$ cat src/hw/rtl/gld_pkg.sv
package gld_pkg;

  localparam int CODE_W            = 12;
  localparam int PIX_W             = 8;
  localparam int KIND_W            = 2;
  localparam int MCS_W             = 4;
  localparam int WIDTH_W           = 4;
  localparam int CMP_W             = 13;
  localparam int POW_W             = 16;

  localparam int TABLE_ENTRIES_DEF = 4096;
  localparam int MAX_CODE_BITS_DEF = 12;

  localparam int MCS_RESET         = 8;
  localparam int MCS_MIN           = 2;
  localparam int MCS_MAX           = 8;

  localparam logic [KIND_W-1:0] KIND_START = 2'd0;
  localparam logic [KIND_W-1:0] KIND_CODE  = 2'd1;
  localparam logic [KIND_W-1:0] KIND_PULL  = 2'd2;

  // pending string phases
  localparam logic [1:0] PH_IDLE  = 2'd0;
  localparam logic [1:0] PH_ROOT  = 2'd1;
  localparam logic [1:0] PH_CHAIN = 2'd2;
  localparam logic [1:0] PH_ROOT2 = 2'd3;

  typedef struct packed {
    logic                ent_we;
    logic [CODE_W-1:0]   ent_waddr;
    logic [CODE_W-1:0]   pfx_wdata;
    logic [PIX_W-1:0]    sfx_wdata;
    logic                fwd_we;
    logic [CODE_W-1:0]   fwd_waddr;
    logic [CODE_W-1:0]   fwd_wdata;
    logic [CODE_W-1:0]   rd_addr;
  } tbl_req_t;

  typedef struct packed {
    logic [PIX_W-1:0]    pixel;
    logic                pixel_valid;
    logic                last_of_string;
    logic                code_accepted;
    logic [WIDTH_W-1:0]  code_width;
    logic                end_seen;
    logic                corrupt;
  } res_t;

  // clamp the minimum code size into its legal range
  function automatic logic [MCS_W-1:0] eff_size(input logic [MCS_W-1:0] m);
    logic [MCS_W-1:0] r;
    r = m;
    if (m < MCS_W'(MCS_MIN)) r = MCS_W'(MCS_MIN);
    if (m > MCS_W'(MCS_MAX)) r = MCS_W'(MCS_MAX);
    return r;
  endfunction

endpackage

$ cat src/hw/rtl/gld_ctrl.sv
module gld_ctrl import gld_pkg::*; #(
  parameter int TABLE_ENTRIES = TABLE_ENTRIES_DEF,
  parameter int MAX_CODE_BITS = MAX_CODE_BITS_DEF
) (
  input  logic               clk,
  input  logic               rst,
  input  logic               in_valid,
  output logic               in_ready,
  input  logic [KIND_W-1:0]  kind,
  input  logic [CODE_W-1:0]  code,
  input  logic [MCS_W-1:0]   min_code_size,
  input  logic [CODE_W-1:0]  pfx_rdata,
  input  logic [PIX_W-1:0]   sfx_rdata,
  input  logic [CODE_W-1:0]  fwd_rdata,
  output tbl_req_t           tbl_req,
  output res_t               res,
  output logic               res_valid,
  input  logic               res_ready
);

  localparam int TS_W = $clog2(TABLE_ENTRIES) + 1;
  localparam logic [CMP_W-1:0] TBL_END = CMP_W'(TABLE_ENTRIES);

  localparam logic [2:0] S_IDLE = 3'd0;
  localparam logic [2:0] S_WALK = 3'd1;
  localparam logic [2:0] S_WAIT = 3'd2;
  localparam logic [2:0] S_PULL = 3'd3;
  localparam logic [2:0] S_DONE = 3'd4;

  logic [2:0]         state, state_next;
  logic [TS_W-1:0]    table_size;
  logic [WIDTH_W-1:0] width_now;
  logic [CODE_W-1:0]  prev_code;
  logic               expect_lit;
  logic [1:0]         out_phase;
  logic [CODE_W-1:0]  out_cursor;
  logic [PIX_W-1:0]   out_root;
  logic               repeat_root;
  logic               end_flag;
  logic               error_flag;

  logic [CODE_W-1:0]  cur;
  logic [CODE_W-1:0]  nxt;
  logic               walk_rep;
  logic [CODE_W-1:0]  code_q;
  logic [PIX_W-1:0]   r_pixel;
  logic               r_valid;
  logic               r_last;
  logic               r_acc;

  logic [MCS_W-1:0]   m_eff;
  logic [CODE_W-1:0]  clr, end_code, first_code;
  logic [TS_W-1:0]    ts_inc;
  logic               grow_width, can_add, cur_is_root, cur_out, fwd_end;
  logic               cursor_more, takeable, start_walk;
  logic [1:0]         phase_tail;

  assign m_eff      = eff_size(min_code_size);
  assign clr        = CODE_W'(1) << m_eff;
  assign end_code   = clr + CODE_W'(1);
  assign first_code = clr + CODE_W'(2);

  assign ts_inc      = table_size + TS_W'(1);
  assign grow_width  = (width_now < WIDTH_W'(MAX_CODE_BITS)) &&
                       (POW_W'(ts_inc) == (POW_W'(1) << width_now));
  assign can_add     = CMP_W'(table_size) < TBL_END;
  assign cur_is_root = cur < first_code;
  assign cur_out     = CMP_W'(cur) >= TBL_END;
  assign fwd_end     = (fwd_rdata == '0) || (CMP_W'(fwd_rdata) >= TBL_END);
  assign cursor_more = (out_cursor != '0) && (CMP_W'(out_cursor) < TBL_END);
  assign phase_tail  = repeat_root ? PH_ROOT2 : PH_IDLE;
  assign takeable    = (out_phase == PH_IDLE) && !end_flag && !error_flag;
  assign start_walk  = (kind == KIND_CODE) && takeable && (code != clr) &&
                       (code != end_code) && !expect_lit &&
                       (CMP_W'(code) <= CMP_W'(table_size));

  always_comb begin
    state_next = state;
    case (state)
      S_IDLE: begin
        if (in_valid) begin
          if (start_walk) state_next = S_WALK;
          else if (kind == KIND_PULL && out_phase == PH_CHAIN) state_next = S_PULL;
          else state_next = S_DONE;
        end
      end
      S_WALK: begin
        if (cur_is_root || cur_out) state_next = S_DONE;
        else state_next = S_WAIT;
      end
      S_WAIT: begin
        if (pfx_rdata >= nxt) state_next = S_DONE;
        else state_next = S_WALK;
      end
      S_PULL: state_next = S_DONE;
      S_DONE: begin
        if (res_ready) state_next = S_IDLE;
      end
      default: state_next = S_IDLE;
    endcase
  end

  always_comb begin
    tbl_req           = '0;
    tbl_req.ent_we    = (state == S_WALK) && cur_is_root && can_add;
    tbl_req.ent_waddr = CODE_W'(table_size);
    tbl_req.pfx_wdata = prev_code;
    tbl_req.sfx_wdata = cur[PIX_W-1:0];
    tbl_req.fwd_we    = (state == S_WALK) && !cur_is_root && !cur_out;
    tbl_req.fwd_waddr = cur;
    tbl_req.fwd_wdata = nxt;
    tbl_req.rd_addr   = (state == S_WALK) ? cur : out_cursor;
  end

  assign in_ready  = (state == S_IDLE);
  assign res_valid = (state == S_DONE);

  always_comb begin
    res.pixel          = r_pixel;
    res.pixel_valid    = r_valid;
    res.last_of_string = r_last;
    res.code_accepted  = r_acc;
    res.code_width     = width_now;
    res.end_seen       = end_flag;
    res.corrupt        = error_flag;
  end

  always_ff @(posedge clk) begin
    if (rst) begin
      state       <= S_IDLE;
      table_size  <= TS_W'((1 << MCS_RESET) + 2);
      width_now   <= WIDTH_W'(MCS_RESET + 1);
      prev_code   <= '0;
      expect_lit  <= 1'b0;
      out_phase   <= PH_IDLE;
      out_cursor  <= '0;
      out_root    <= '0;
      repeat_root <= 1'b0;
      end_flag    <= 1'b0;
      error_flag  <= 1'b0;
    end else begin
      state <= state_next;
      case (state)
        S_IDLE: begin
          if (in_valid) begin
            r_pixel <= '0;
            r_valid <= 1'b0;
            r_last  <= 1'b0;
            r_acc   <= 1'b0;
            code_q  <= code;
            case (kind)
              KIND_START: begin
                table_size  <= TS_W'(first_code);
                width_now   <= m_eff + WIDTH_W'(1);
                prev_code   <= '0;
                expect_lit  <= 1'b0;
                out_phase   <= PH_IDLE;
                out_cursor  <= '0;
                out_root    <= '0;
                repeat_root <= 1'b0;
                end_flag    <= 1'b0;
                error_flag  <= 1'b0;
              end
              KIND_CODE: begin
                if (takeable) begin
                  r_acc <= 1'b1;
                  if (code == clr) begin
                    table_size <= TS_W'(first_code);
                    width_now  <= m_eff + WIDTH_W'(1);
                    expect_lit <= 1'b1;
                  end else if (code == end_code) begin
                    end_flag <= 1'b1;
                  end else if (expect_lit) begin
                    if (code >= clr) begin
                      error_flag <= 1'b1;
                    end else begin
                      out_root    <= code[PIX_W-1:0];
                      out_cursor  <= '0;
                      repeat_root <= 1'b0;
                      out_phase   <= PH_ROOT;
                      prev_code   <= code;
                      expect_lit  <= 1'b0;
                    end
                  end else if (CMP_W'(code) < CMP_W'(table_size)) begin
                    cur      <= code;
                    nxt      <= '0;
                    walk_rep <= 1'b0;
                  end else if (CMP_W'(code) == CMP_W'(table_size)) begin
                    cur      <= prev_code;
                    nxt      <= '0;
                    walk_rep <= 1'b1;
                  end else begin
                    error_flag <= 1'b1;
                  end
                end
              end
              KIND_PULL: begin
                case (out_phase)
                  PH_ROOT: begin
                    r_valid <= 1'b1;
                    r_pixel <= out_root;
                    if (cursor_more) begin
                      out_phase <= PH_CHAIN;
                    end else begin
                      out_phase <= phase_tail;
                      r_last    <= !repeat_root;
                    end
                  end
                  PH_ROOT2: begin
                    r_valid   <= 1'b1;
                    r_pixel   <= out_root;
                    r_last    <= 1'b1;
                    out_phase <= PH_IDLE;
                  end
                  default: ;
                endcase
              end
              default: ;
            endcase
          end
        end
        S_WALK: begin
          if (cur_is_root) begin
            out_root    <= cur[PIX_W-1:0];
            out_cursor  <= nxt;
            repeat_root <= walk_rep;
            out_phase   <= PH_ROOT;
            prev_code   <= code_q;
            if (can_add) begin
              table_size <= ts_inc;
              if (grow_width) width_now <= width_now + WIDTH_W'(1);
            end
          end else if (cur_out) begin
            error_flag <= 1'b1;
            out_phase  <= PH_IDLE;
          end else begin
            nxt <= cur;
          end
        end
        S_WAIT: begin
          // a prefix must lie strictly below its own entry
          if (pfx_rdata >= nxt) begin
            error_flag <= 1'b1;
            out_phase  <= PH_IDLE;
          end else begin
            cur <= pfx_rdata;
          end
        end
        S_PULL: begin
          r_valid    <= 1'b1;
          r_pixel    <= sfx_rdata;
          out_cursor <= fwd_rdata;
          if (fwd_end) begin
            out_phase <= phase_tail;
            r_last    <= !repeat_root;
          end
        end
        default: ;
      endcase
    end
  end

endmodule

$ cat config.mk
export PLATFORM = sky130hd
export DESIGN_NAME = gld_ctrl
export DESIGN_NICKNAME = d
export VERILOG_FILES = /design/src/hw/rtl/gld_pkg.sv /design/src/hw/rtl/gld_ctrl.sv
export SDC_FILE = /design/constraint.sdc
export NUM_CORES = 1
export LEC_CHECK = 0
export BUFFER_PORTS_ARGS = -buffer_cell sky130_fd_sc_hd__buf_2
export CORE_ASPECT_RATIO = 1.25
export CORE_MARGIN = 4
export CORE_UTILIZATION = 57
export CTS_CLUSTER_SIZE = 25
export DETAILED_ROUTE_END_ITERATION = 8
export GPL_TIMING_DRIVEN = 0
export PLACE_DENSITY = 0.87
export SKIP_CTS_REPAIR_TIMING = 1
export SYNTH_ARGS = -nofsm -noshare
export SYNTH_HDL_FRONTEND = slang
export SYNTH_SLANG_ARGS = --single-unit
$ cat constraint.sdc
create_clock -name clk -period 5.35 [get_ports clk]
set_clock_uncertainty 0.2 [all_clocks]
set_input_delay 0 -clock clk [delete_from_list [all_inputs] [get_ports clk]]
set_output_delay 0 -clock clk [all_outputs]
set_load 0.02 [all_outputs]
==> results.sh <==
export IMPL_status="finished, final reports clean"
export IMPL_maxSlewViolCount=0
export IMPL_drv_cap=0
export IMPL_min_period_over_period_pct=80.8
export IMPL_initial_core_util_pct=58.1
export IMPL_gp_congestion=0.984
export IMPL_fillers=971
export IMPL_path_cells="clkbuf_1, inv_1, ha_1, a21o_1, a21o_1, a21oi_1, o22ai_1, or2_2, clkbuf_1, a211oi_1, nor2b_1, nor4_2, buf_4"
export IMPL_wl_per_cell_um=19.8
export IMPL_coreArea_um2=12700
export IMPL_ys_types=78
export IMPL_syn_area_um2=7390
export IMPL_setup_viol=0
export IMPL_relSlewSlack_pct=20.1
export IMPL_p_per_area_nw_per_um2=215
export IMPL_critPathBufInv=4
export IMPL_cp_slowest_cell="nor4_2"
export IMPL_critPathMaxFanout=9
export IMPL_grt_ovfl_total=0
export IMPL_max_freq_ghz=0.231
export IMPL_via_count=7634
export IMPL_track_usage_pct=31.2
export IMPL_p_leak_nw=4.00
export IMPL_die_width_um=110
export IMPL_drtIter0Drc=651
export IMPL_synth_area_per_cell_um2=8.63
export IMPL_fp_dieArea_um2=14900
export IMPL_htreeDepth=3
export IMPL_final_min_clock_period_ps=4320
export IMPL_synth_edf_count=48
export IMPL_cp_top_family="buffers and inverters"
export IMPL_crit_required_ps=5200
export IMPL_antennaDiodeCount=0
export IMPL_ir_drop_mv=0.155
export IMPL_drt_vias_per_instance=6.17
export IMPL_grt_max_degree=20
export IMPL_dr_pass1_iters=5
export IMPL_hp_class="in2reg"
export IMPL_cp_start_kind="flop"
export IMPL_die_h_um=135
export IMPL_hold_depth=4
export IMPL_ys_seq_area_share_pct=35.2
export IMPL_fin_tns_setup_ps=0
export IMPL_hpwlAfterDp_um=18100
export IMPL_worstSetupPathDepth=13
export IMPL_ys_ff_latch=106
export IMPL_final_cell_mix="142 x buf_2, 90 x nor2_1, 68 x nand2_1"
export IMPL_drc=0
export IMPL_mostFrequentLayoutCell="buf_2"
export IMPL_synthFlopType="dfxtp_1"
export IMPL_cpPeakStageDelay_ps=530
export IMPL_clk_pin_slew_ps=70
export IMPL_numCtsBuffers=9
export IMPL_cts_root_buf="clkbuf_16"
export IMPL_synth_cells=856
export IMPL_final_hold_viol_count=0
export IMPL_nets=1173
export IMPL_io_buffers=139
export IMPL_grt_pass1_vias=6999
export IMPL_cts_sinks=106
export IMPL_grt_pass1_wl_um=35900
export IMPL_cts_tree="done"
export IMPL_yosys_warnings=0
export IMPL_ctsLongestPathBuffers=2
export IMPL_finalPower_mw=1.97
export IMPL_ff2ff_setup_slack_ps=1030
export IMPL_rsz0062_at_grt="no"
export IMPL_critical_path_class="reg2reg"
export IMPL_ff2ff_path_depth=13
export IMPL_async_flop_share_pct=0
export IMPL_clkLatencyLatePin_ps=350
export IMPL_rows=46
export IMPL_drt_wl_total_um=24500
export IMPL_drive_above_1_share_pct=19.5
export IMPL_postRouteAntennaNets=0
export IMPL_arrival_ps=4180
export IMPL_ios=143
export IMPL_worstSetupEndpointType="flop"
export IMPL_grt_antenna_before_repair=0
export IMPL_area_growth_pct=23.5
export IMPL_tightest_slew_ps=1190
-- worst reg2reg max path: cells and delay by family (launching register included) --
kind,cells,cell delay (ps)
AO/OA/AOI/OAI,5,1060
adder cells (fa/ha/maj),1,330
buffers and inverters,4,1110
flip-flops,1,330
AND/OR/NAND/NOR,3,990
-- final timing paths --
path               startpoint           end
max reg2reg     table_size[6]        cur[3]
max             table_size[6]        cur[3]
min reg2reg       out_root[4]   out_root[4]
min          min_code_size[2]  width_now[2]
-- where the power goes --
part,leakage (nW),internal (mW),switching [mW]
registers,0.900,0.880,0.0267
logic,2.96,0.161,0.236
clock network,0.142,0.338,0.324
total,4.00,1.38,0.586
-- per-layer routing --
layer	GRT usage [%]	up-vias	share of wire (%)
met1	36.7	3546	37
met4	17.7	0	5.9
met2	52.7	461	49
li1	-	3523	-
met3	5.63	104	8.6
met5	0	-	0
-- logic make-up (layout without fill, tap and decap cells) --
kind of cell               count (synthesis)  in the layout  synth area share, %
buffers and inverters                    116            320                 7.37
AOI/OAI and AO/OA                        213            213                 19.5
adders and majority gates                 54             54                 9.14
DFF                                      106            106                 35.2
other                                      2             12                0.102
muxes                                     36             36                 4.88
and+or+nand+nor                          313            313                 21.5
xor gates and xnor gates                  16             16                 2.27
-- state kept, by name, summed over array words and instances (netlist names) --
signal and flops:
r_pixel 8, prev_code 12, table_size 13, out_phase 2, end_flag 1, nxt 12, expect_lit 1, walk_rep 1
error_flag 1, out_root 8, repeat_root 1, r_last 1, width_now 4, cur 12, r_acc 1, state 3
code_q 12, out_cursor 12, r_valid 1
-- Yosys cell counts, types with 4 or more instances --
master | n | share of area [%]
a211oi_1 | 29 | 2.9
nand2b_1 | 13 | 1.1
xnor2_1 | 11 | 1.3
and3_1 | 21 | 1.8
nor4_1 | 13 | 1.1
mux2i_1 | 36 | 4.9
edfxtp_1 | 48 | 20
o21a_1 | 4 | 0.41
clkbuf_1 | 39 | 2.0
dfxtp_1 | 58 | 16
nor2b_1 | 9 | 0.76
nand4_1 | 10 | 0.85
nor3_1 | 14 | 0.95
a22oi_1 | 11 | 1.1
buf_1 | 4 | 0.20
a21o_1 | 25 | 2.5
buf_4 | 28 | 2.8
o21ai_0 | 35 | 2.4
a31oi_1 | 4 | 0.34
inv_1 | 41 | 2.1
o211ai_1 | 9 | 0.91
a21oi_1 | 55 | 3.7
nor4b_1 | 4 | 0.47
nor2_1 | 90 | 4.6
nand2_1 | 68 | 3.5
ha_1 | 54 | 9.1
nand3_1 | 37 | 2.5
-- stage by stage --
| stage | area, um2 | utilization, % | cells | hold slack, ps | worst slack [ps] |
|---|---|---|---|---|---|
| floorplan | 7430 | - | 866 | -101 | 1000 |
| global placement | 8330 | 65.5 | 1173 | 62.5 | 70.1 |
| detailed placement | 8360 | 65.7 | 1175 | 64.1 | 1090 |
| CTS | 8660 | 68.1 | 1191 | -295 | 1080 |
| global route | 9130 | 71.7 | 1238 | 39.0 | 817 |
| finish | 9130 | 71.7 | 1238 | 27.1 | 1030 |
-- final cells by class --
cell class                 count  area [um2]  share of cell area [%]
multi-input combinational    644        4290                    47.0
clock inverter                 6        58.8                   0.644
tap                          168         210                    2.30
buffer                        74         387                    4.24
sequential                   106        2600                    28.5
clock buffer                  10         239                    2.62
inverter                      42         158                    1.73
timing repair buffer         188        1180                    12.9
No activity file was read; power rests on OpenSTA's default activity.
